### src/ilc_pkg.sv
// Shared types and constants for the IPv4 layer-4 checksum block.
`timescale 1ns / 1ps

package ilc_pkg;

  localparam logic [7:0] PROTO_TCP = 8'd6;
  localparam logic [7:0] PROTO_UDP = 8'd17;

  localparam logic [15:0] TCP_MIN_LEN = 16'd20;
  localparam logic [15:0] UDP_MIN_LEN = 16'd8;
  localparam logic [15:0] TCP_SUM_POS = 16'd16;
  localparam logic [15:0] UDP_SUM_POS = 16'd6;
  localparam logic [15:0] POS_MAX     = 16'hffff;

  localparam logic [1:0] STATUS_OK        = 2'd0;
  localparam logic [1:0] STATUS_BAD_PROTO = 2'd1;
  localparam logic [1:0] STATUS_TOO_SHORT = 2'd2;

  typedef struct packed {
    logic [31:0] source_address;
    logic [31:0] destination_address;
    logic [7:0]  protocol_number;
    logic [15:0] ip_total_len;
    logic [3:0]  header_words;
    logic [15:0] segment_word;
    logic        single_byte;
    logic        last_word;
  } ilc_in_t;

  typedef struct packed {
    logic [15:0] checksum_value;
    logic [1:0]  status;
  } ilc_out_t;

endpackage

### src/ilc_core.sv
// Per-packet accumulation state and checksum arithmetic for one segment word.
`timescale 1ns / 1ps

module ilc_core
  import ilc_pkg::*;
(
  input  logic     clk,
  input  logic     rst,
  input  logic     advance,
  input  logic     word_valid,
  input  ilc_in_t  word,
  output logic     result_fire,
  output ilc_out_t result
);

  logic        in_packet;
  logic [16:0] running_sum;
  logic [15:0] byte_offset;
  logic [7:0]  held_protocol;
  logic [15:0] held_segment_length;
  logic        length_error;

  logic [5:0]  ihl_bytes;
  logic        lerr_first;
  logic [15:0] seglen_first;
  logic [18:0] seed_wide;
  logic [16:0] seed_sum;
  logic [7:0]  proto_c;
  logic [15:0] seglen_c;
  logic        lerr_c;
  logic [16:0] base_sum;
  logic [15:0] pos0;
  logic [15:0] pos1;
  logic [16:0] sum1;
  logic [16:0] sum2;
  logic [15:0] offset_next;
  logic [16:0] fold1;
  logic [15:0] fold2;
  logic [15:0] value;
  logic [1:0]  status;

  function automatic logic [15:0] sat_inc(input logic [15:0] p);
    return (p == POS_MAX) ? p : p + 16'd1;
  endfunction

  function automatic logic skip_pos(input logic [15:0] p, input logic [7:0] proto,
                                    input logic [15:0] len);
    logic s;
    s = (p >= len);
    if (proto == PROTO_TCP && (p == TCP_SUM_POS || p == TCP_SUM_POS + 16'd1)) s = 1'b1;
    if (proto == PROTO_UDP && (p == UDP_SUM_POS || p == UDP_SUM_POS + 16'd1)) s = 1'b1;
    return s;
  endfunction

  function automatic logic [16:0] add_byte(input logic [16:0] s, input logic [7:0] b,
                                           input logic odd);
    logic [17:0] t;
    t = {1'b0, s} + (odd ? {10'd0, b} : {2'd0, b, 8'd0});
    return {1'b0, t[15:0]} + {15'd0, t[17:16]};
  endfunction

  always_comb begin
    ihl_bytes    = {word.header_words, 2'b00};
    lerr_first   = word.ip_total_len < {10'd0, ihl_bytes};
    seglen_first = lerr_first ? 16'd0 : word.ip_total_len - {10'd0, ihl_bytes};
    seed_wide    = {3'd0, word.source_address[31:16]} + {3'd0, word.source_address[15:0]}
                 + {3'd0, word.destination_address[31:16]}
                 + {3'd0, word.destination_address[15:0]}
                 + {11'd0, word.protocol_number} + {3'd0, seglen_first};
    seed_sum     = {1'b0, seed_wide[15:0]} + {14'd0, seed_wide[18:16]};

    proto_c  = in_packet ? held_protocol       : word.protocol_number;
    seglen_c = in_packet ? held_segment_length : seglen_first;
    lerr_c   = in_packet ? length_error        : lerr_first;
    base_sum = in_packet ? running_sum         : seed_sum;
    pos0     = in_packet ? byte_offset         : 16'd0;
    pos1     = sat_inc(pos0);

    sum1 = skip_pos(pos0, proto_c, seglen_c) ? base_sum
         : add_byte(base_sum, word.segment_word[15:8], pos0[0]);
    if (word.single_byte) begin
      sum2        = sum1;
      offset_next = pos1;
    end else begin
      sum2        = skip_pos(pos1, proto_c, seglen_c) ? sum1
                  : add_byte(sum1, word.segment_word[7:0], pos1[0]);
      offset_next = sat_inc(pos1);
    end

    fold1 = {1'b0, sum2[15:0]} + {16'd0, sum2[16]};
    fold2 = fold1[15:0] + {15'd0, fold1[16]};

    if (lerr_c) begin
      status = STATUS_TOO_SHORT;
    end else if (proto_c == PROTO_TCP) begin
      status = (seglen_c < TCP_MIN_LEN) ? STATUS_TOO_SHORT : STATUS_OK;
    end else if (proto_c == PROTO_UDP) begin
      status = (seglen_c < UDP_MIN_LEN) ? STATUS_TOO_SHORT : STATUS_OK;
    end else begin
      status = STATUS_BAD_PROTO;
    end

    value = 16'd0;
    if (status == STATUS_OK) begin
      value = ~fold2;
      if (proto_c == PROTO_UDP && value == 16'd0) value = 16'hffff;
    end

    result.checksum_value = value;
    result.status         = status;
    result_fire           = word_valid && word.last_word;
  end

  always_ff @(posedge clk) begin
    if (rst) begin
      in_packet           <= 1'b0;
      running_sum         <= '0;
      byte_offset         <= '0;
      held_protocol       <= '0;
      held_segment_length <= '0;
      length_error        <= 1'b0;
    end else if (advance && word_valid) begin
      held_protocol       <= proto_c;
      held_segment_length <= seglen_c;
      length_error        <= lerr_c;
      if (word.last_word) begin
        in_packet   <= 1'b0;
        running_sum <= '0;
        byte_offset <= '0;
      end else begin
        in_packet   <= 1'b1;
        running_sum <= sum2;
        byte_offset <= offset_next;
      end
    end
  end

endmodule

### src/ilc_result_reg.sv
// Output register holding one checksum result until the receiver takes it.
`timescale 1ns / 1ps

module ilc_result_reg
  import ilc_pkg::*;
(
  input  logic     clk,
  input  logic     rst,
  input  logic     advance,
  input  logic     load,
  input  ilc_out_t load_data,
  output logic     sum_valid,
  output ilc_out_t sum
);

  always_ff @(posedge clk) begin
    if (rst) begin
      sum_valid <= 1'b0;
    end else if (advance) begin
      sum_valid <= load;
    end
  end

  always_ff @(posedge clk) begin
    if (advance && load) begin
      sum <= load_data;
    end
  end

endmodule

### src/ipv4_l4_checksum.sv
// Top level of the TCP/UDP over IPv4 checksum block.
// Input channel seg: one transfer per 16-bit segment word, big-endian, with the
//   IPv4 header fields sampled on the first word of each packet. last_word ends
//   the packet; single_byte marks a word whose lower byte is not valid.
// Output channel sum: one transfer per packet carrying checksum_value and status.
// The result of a packet reaches sum through two registers after its last word
//   transfers (one input register, one result register).
// Throughput: one word per cycle while sum_stall does not hold the pipe; the
//   ones-complement add of the two bytes of a word into the running sum is combinational.
// Reset clears the packet state and both register valids; the next word taken
//   starts a new packet.
// When the receiver stalls a waiting result, the whole pipe holds and seg_stall
//   rises; no word or result is dropped.
`timescale 1ns / 1ps

module ipv4_l4_checksum
  import ilc_pkg::*;
(
  input  logic     clk,
  input  logic     rst,
  input  logic     seg_valid,
  output logic     seg_stall,
  input  ilc_in_t  seg,
  output logic     sum_valid,
  input  logic     sum_stall,
  output ilc_out_t sum
);

  logic     advance;
  logic     word_valid;
  ilc_in_t  word;
  logic     result_fire;
  ilc_out_t result;

  assign advance   = !sum_valid || !sum_stall;
  assign seg_stall = !advance;

  always_ff @(posedge clk) begin
    if (rst) begin
      word_valid <= 1'b0;
    end else if (advance) begin
      word_valid <= seg_valid;
    end
  end

  always_ff @(posedge clk) begin
    if (advance && seg_valid) begin
      word <= seg;
    end
  end

  ilc_core u_core (
    .clk         (clk),
    .rst         (rst),
    .advance     (advance),
    .word_valid  (word_valid),
    .word        (word),
    .result_fire (result_fire),
    .result      (result)
  );

  ilc_result_reg u_result (
    .clk       (clk),
    .rst       (rst),
    .advance   (advance),
    .load      (result_fire),
    .load_data (result),
    .sum_valid (sum_valid),
    .sum       (sum)
  );

endmodule
### config.mk
export PLATFORM = sky130hd
export DESIGN_NAME = ipv4_l4_checksum
export DESIGN_NICKNAME = d
export VERILOG_FILES = /design/src/ilc_pkg.sv /design/src/ilc_core.sv /design/src/ilc_result_reg.sv /design/src/ipv4_l4_checksum.sv
export SDC_FILE = /design/constraint.sdc
export NUM_CORES = 1
export LEC_CHECK = 0
export BUFFER_PORTS_ARGS = -buffer_cell sky130_fd_sc_hd__buf_2
export CORE_MARGIN = 3
export CORE_UTILIZATION = 40
export DETAILED_ROUTE_END_ITERATION = 10
export SLEW_MARGIN = 20
export SYNTH_ARGS = -nofsm -noshare
export SYNTH_HDL_FRONTEND = slang
export SYNTH_SLANG_ARGS = --single-unit
### constraint.sdc
create_clock -name clk -period 19.4 [get_ports clk]
set_input_delay 1.94 -clock clk [delete_from_list [all_inputs] [get_ports clk]]
set_output_delay 1.94 -clock clk [all_outputs]
set_load 0.02 [all_outputs]
# Word level (Yosys, flattened, before mapping)
# Index checks and enable logic that the tools add are counted.
# op_classes
muxes,28
n_addsub,15
n_lt_le_gt_ge,5
bitwise,1
eq_ne,12
reduce_logical,19
# op_table
operator,n
two-way mux 16 bit,10
two-way mux 17 bit,5
equality test 16 x 3 -> 1 bit (second input constant),4
equality test 16 x 5 -> 1 bit (second input constant),4
adder 19 x 16 -> 19 bit,3
adder 17 x 18 -> 18 bit,2
adder 16 x 2 -> 17 bit,2
adder 16 x 1 -> 16 bit (second input constant),2
equality test 16 bit (second input constant),2
>= comparator 16 bit,2
adder 19 x 8 -> 19 bit,1
adder 16 x 1 -> 17 bit,1
adder 16 x 16 -> 17 bit,1
adder 16 x 3 -> 17 bit,1
adder 16 x 1 -> 16 bit,1
zero test 16 bit,1
less-than comparator 16 x 4 -> 1 bit (second input constant),1
less-than comparator 16 x 5 -> 1 bit (second input constant),1
less-than comparator 16 x 6 -> 1 bit,1
NOT 16 bit,1
subtractor 16 x 6 -> 16 bit,1
two-way mux 2 bit,5
logical AND 1 bit,9
equality test 8 x 3 -> 1 bit (second input constant),1
other kinds (6),18
# word_totals
word_cells,98
out_inout_bits,20
reg_bits,189

# Longest topological paths before layout
# depth
ltp_word,20
mapped_depth,97
depth_no_buf,95

# Cells and area by module
# A second synthesis with hierarchy kept.
# hier_totals
hier_cells,1806
area_unflattened_um2,16612.2
# modules_own_cells
mod,instances,cells_per_inst,area_per_inst_um2
ilc_core,1,1668,12668.4
ipv4_l4_checksum,1,116,3362.0
ilc_result_reg,1,22,581.8

# Least setup slack after synthesis
# OpenSTA, ideal clock, no wires.
# synth_timing
path_type,reg2reg
from,reg word[78] (netlist name)
to,reg u_result.sum[12] (netlist name)
arrival_time_ps,17831
setup_ps,262
path_slack_ps,1307
stages_incl_launch_ff,96
cell_sequence,edfxtp_1 ha_1 inv_1 fa_1 nor2b_1 o21ai_0 a21boi_0 o21ai_0 a21boi_0 o21ai_0 a21boi_0 o21ai_0 a21boi_0 o21ai_0 a21boi_0 nor2_1 fa_1 fa_1 (+60 left out) ha_1 clkbuf_1 o21ai_0 a21oi_1 nand3_1 nor4b_1 and3_1 ha_1 ha_1 and2_1 nand4_1 a211oi_1 o2111ai_1 xor2_1 and4b_1 nand4_2 buf_6 o21ai_2
# synth_between
elab_chain_cells,20
# synth_rtl
item,line_no,text
adder 16 x 16 -> 17 bit (*),ilc_core.sv:66,"seed_wide = {3'd0, word.source_address[31:16]} + {3'd0, word.source_address[15:0]}"
adder 19 x 16 -> 19 bit (*),ilc_core.sv:67,"+ {3'd0, word.destination_address[31:16]}"
adder 19 x 16 -> 19 bit (*),ilc_core.sv:68,"+ {3'd0, word.destination_address[15:0]}"
adder 19 x 8 -> 19 bit (*),ilc_core.sv:69,"+ {11'd0, word.protocol_number} + {3'd0, seglen_first};"
adder 19 x 16 -> 19 bit (*),ilc_core.sv:69,
adder 16 x 3 -> 17 bit (*),ilc_core.sv:70,"seed_sum = {1'b0, seed_wide[15:0]} + {14'd0, seed_wide[18:16]};"
two-way mux 17 bit (*),ilc_core.sv:75,base_sum = in_packet ? running_sum : seed_sum;
adder 17 x 18 -> 18 bit,ilc_core.sv:58,"t = {1'b0, s} + (odd ? {10'd0, b} : {2'd0, b, 8'd0});"
(+4 left out),--,
two-way mux 17 bit,ilc_core.sv:85,"sum2 = skip_pos(pos1, proto_c, seglen_c) ? sum1"
two-way mux 17 bit (*),ilc_core.sv:81,if (word.single_byte) begin
adder 16 x 1 -> 17 bit (*),ilc_core.sv:90,"fold1 = {1'b0, sum2[15:0]} + {16'd0, sum2[16]};"
adder 16 x 1 -> 16 bit (*),ilc_core.sv:91,"fold2 = fold1[15:0] + {15'd0, fold1[16]};"
NOT 16 bit (*),ilc_core.sv:105,value = ~fold2;
zero test 16 bit,ilc_core.sv:106,if (proto_c == PROTO_UDP && value == 16'd0) value = 16'hffff;
logical AND 1 bit,ilc_core.sv:106,
two-way mux 16 bit (*),ilc_core.sv:106,
# Every way passes the cells marked *; elsewhere a longest branch is shown, timed or not.
# A chain may end at the register's enable or synchronous reset.

# Worst setup path after layout
# layout_timing
from,reg word[78] (netlist name)
to,reg u_result.sum[2] (netlist name)
# layout_between
elab_chain_cells,20
# layout_rtl
item,line_no
adder 16 x 16 -> 17 bit (*),ilc_core.sv:66
adder 19 x 16 -> 19 bit (*),ilc_core.sv:67
adder 19 x 16 -> 19 bit (*),ilc_core.sv:68
adder 19 x 8 -> 19 bit (*),ilc_core.sv:69
adder 19 x 16 -> 19 bit (*),ilc_core.sv:69
adder 16 x 3 -> 17 bit (*),ilc_core.sv:70
two-way mux 17 bit (*),ilc_core.sv:75
adder 17 x 18 -> 18 bit,ilc_core.sv:58
(+4 left out),--
two-way mux 17 bit,ilc_core.sv:85
two-way mux 17 bit (*),ilc_core.sv:81
adder 16 x 1 -> 17 bit (*),ilc_core.sv:90
adder 16 x 1 -> 16 bit (*),ilc_core.sv:91
NOT 16 bit (*),ilc_core.sv:105
zero test 16 bit,ilc_core.sv:106
logical AND 1 bit,ilc_core.sv:106
two-way mux 16 bit (*),ilc_core.sv:106
# Marked as above.

==> reports/results.ini <==
[status]
status=completed

[route]
dr.pass1.iters=5
ant_nets=0
drt-wirelength-per-cell_um=18.1
drt-vias-per-instance=5.58
drt_iter0_drc=1009
drcViolationCount=0
vias=13391
routed_wl_um=43500

[sta]
final_max_slew_viol_count=0
setup_viol_count_final=0
slew_headroom_pct=33.4
min_period_ns=18.16
hold_violations=0
tns_ns=0
fmax_ghz=0.0551
period_share_pct=93.6
clock_skew_ns=0.0124
tightest_slew_ns=0.997

[clocking]
clkSinkCount=189
cts_tree=yes
cts-buffers-inserted=17
clockBufferDepth=2
cts_hold_buf=0
clock_latency_ns=0.47
htree_levels=4
cts_root_buffer=clkbuf_16
clk_pin_slew_ns=0.08

[global_route]
gr-total-overflow=0
grt_pass1_vias=13036
grt_usage_pct=21.0
grt_antenna_before_repair=0
grt_pass1_wl_um=69300
grt_max_degree=83

[worst_hold_path]
hold_start=u_core.held_segment_length[12]$_SDFFE_PP0P_
min_path_type=flip-flop to flip-flop
worstHoldEndpoint=u_core.held_segment_length[12]$_SDFFE_PP0P_
min_path_cells=2

[logic_synthesis]
synth_ff_type=edfxtp_1
netlist_top_cells_area=edfxtp_1, ha_1, dfxtp_1
yosys_warnings=0
ys_ff_latch=189
syn_inst=1738
synth-edff-count=128
synth-async-reset-ratio_pct=0
syn_area_per_cell_um2=9.07
ys_types=97
yosysSeqAreaShare_pct=32.1
synth_largest_area_cell=edfxtp_1
synth_top_area_share_pct=24.4
synth_fp_nets=2030
syn_area_mm2=0.0158

[cells_and_area]
area_growth_syn_to_layout_pct=13.5
mostFrequentLayoutCell=nor2_1
diodes=0
final_layout_size_suffix_gt1_share_pct=15.5
fin_cells=2400
nets=2161
mostFrequentLayoutCells=nor2_1, nand2_1, buf_2

[die]
die_h_um=205
core-area_mm2=0.0388
dieArea_mm2=0.0418
die_w_um=205
start_util_pct=40.6
num_io_pins=134
rows=72

[critical_path]
r2r-start=word[78]$_DFFE_PP_
regToRegEndpoint=u_result.sum[2]$_SDFFCE_PP0P_
crit_path_end_kind=flip-flop
reg2reg_depth=90
path_common_cell=ha_1
start_kind=flip-flop
crit_type=flip-flop to flip-flop
worstPathArrival_ns=18.46
cp_slowest_cell=fa_1
worst-path-max-fanout=15
reg2reg_slack_ns=1.24
critPathMaxStageDelay_ns=0.53
crit_required_ns=19.70

[placement]
port_buffers=133
dp.cells=2362
dp_hpwl_um=34600
place_congestion=0.929

[flow_run]
max_cap_violations=0

## logic make-up (layout without fill, tap and decap cells)
group,after synthesis,in the layout,share of synthesized area (%)
AOI/OAI and AO/OA,418,418,18.1
xor gates and xnor gates,110,110,6.34
adders and majority gates,178,178,16.4
buffers and inverters,175,319,4.29
DFF,189,189,32.1
muxes,29,29,2.06
and+or+nand+nor,639,639,20.7
## per-stage QoR
step / hold WS (ns) / setup WS, ns / util, % / instance area [µm²]
6_report: 0.461 / 1.24 / 46.1 / 17900
5_1_grt: 0.502 / -0.0704 / 46.1 / 17900
4_1_cts: 0.460 / 0.0191 / 45.6 / 17700
3_5_place_dp: 0.448 / -0.244 / 44.0 / 17100
3_3_place_gp: 0.441 / 0.422 / 44.0 / 17100
2_1_floorplan: 0.434 / 1.31 / - / 15800
## critical path: cells and delay by family, from the launching register on
family          cells  cell delay (ns)
compound gates     34             5.85
xor+xnor            5             0.82
fa+ha+maj          17             5.18
buf+inv             9             1.01
flops               1             0.33
mux                 1             0.38
simple gates       24             4.38
## repair_timing
action,in CTS,in global routing
gates resized for setup,3,44
pin swaps,0,15
buffers inserted,0,6
endpoints found under the setup margin,16,16
cloned,0,0
## state kept, by name (all words and copies together), names as in the netlist
| signal | count |
|---|---|
| u_core.held_protocol | 8 |
| u_result.sum | 18 |
| u_core.in_packet | 1 |
| word | 110 |
| word_valid | 1 |
| u_core.length_error | 1 |
| u_core.byte_offset | 16 |
| u_core.held_segment_length | 16 |
| u_core.running_sum | 17 |
| u_result.sum_valid | 1 |
## final cells by class
cell class	count	area (µm²)
Fill cell	3796	20900
Multi-Input combinational cell	1374	10200
Sequential cell	189	5070
Timing Repair Buffer	169	948
Tap cell	518	648
Inverter	118	445
Clock buffer	17	425
Clock inverter	15	168
## worst max path at each step
stage               cells past startpoint          startpoint                              to  slack (ns)
floorplan                              95  word[78]$_DFFE_PP_  u_result.sum[12]$_SDFFCE_PP0P_        1.31
global placement                       94  word[78]$_DFFE_PP_   u_result.sum[3]$_SDFFCE_PP0P_        0.42
detailed placement                     96  word[78]$_DFFE_PP_   u_result.sum[2]$_SDFFCE_PP0P_       -0.24
CTS                                    96  word[78]$_DFFE_PP_   u_result.sum[2]$_SDFFCE_PP0P_        0.02
global route                           95  word[78]$_DFFE_PP_   u_result.sum[2]$_SDFFCE_PP0P_       -0.07
finish                                 90  word[78]$_DFFE_PP_   u_result.sum[2]$_SDFFCE_PP0P_        1.24
## synthesized netlist by cell type (all sizes together) (23+ instances only)
master / n
edfxtp: 128
ha: 131
dfxtp: 61
nand4: 30
inv: 117
a21oi: 101
a211oi: 25
xor2: 45
nand3: 48
a22oi: 23
clkbuf: 42
fa: 47
and2: 38
and3: 28
a21o: 31
o21ai: 92
nor2: 171
xnor2: 63
nor3: 48
nand2: 140
nor2b: 28
## layer usage
layer | GRT usage [%] | vias to the layer above | routed length (µm)
met1 | 28.4 | 6353 | 20100
met2 | 35.5 | 377 | 20600
met5 | 0 | - | 0
met3 | 2.64 | 52 | 2040
li1 | - | 6609 | -
met4 | 5.51 | 0 | 810
Power is not shown: default switching activity piles up to over one toggle a cycle in this logic, so the estimate is an artifact.
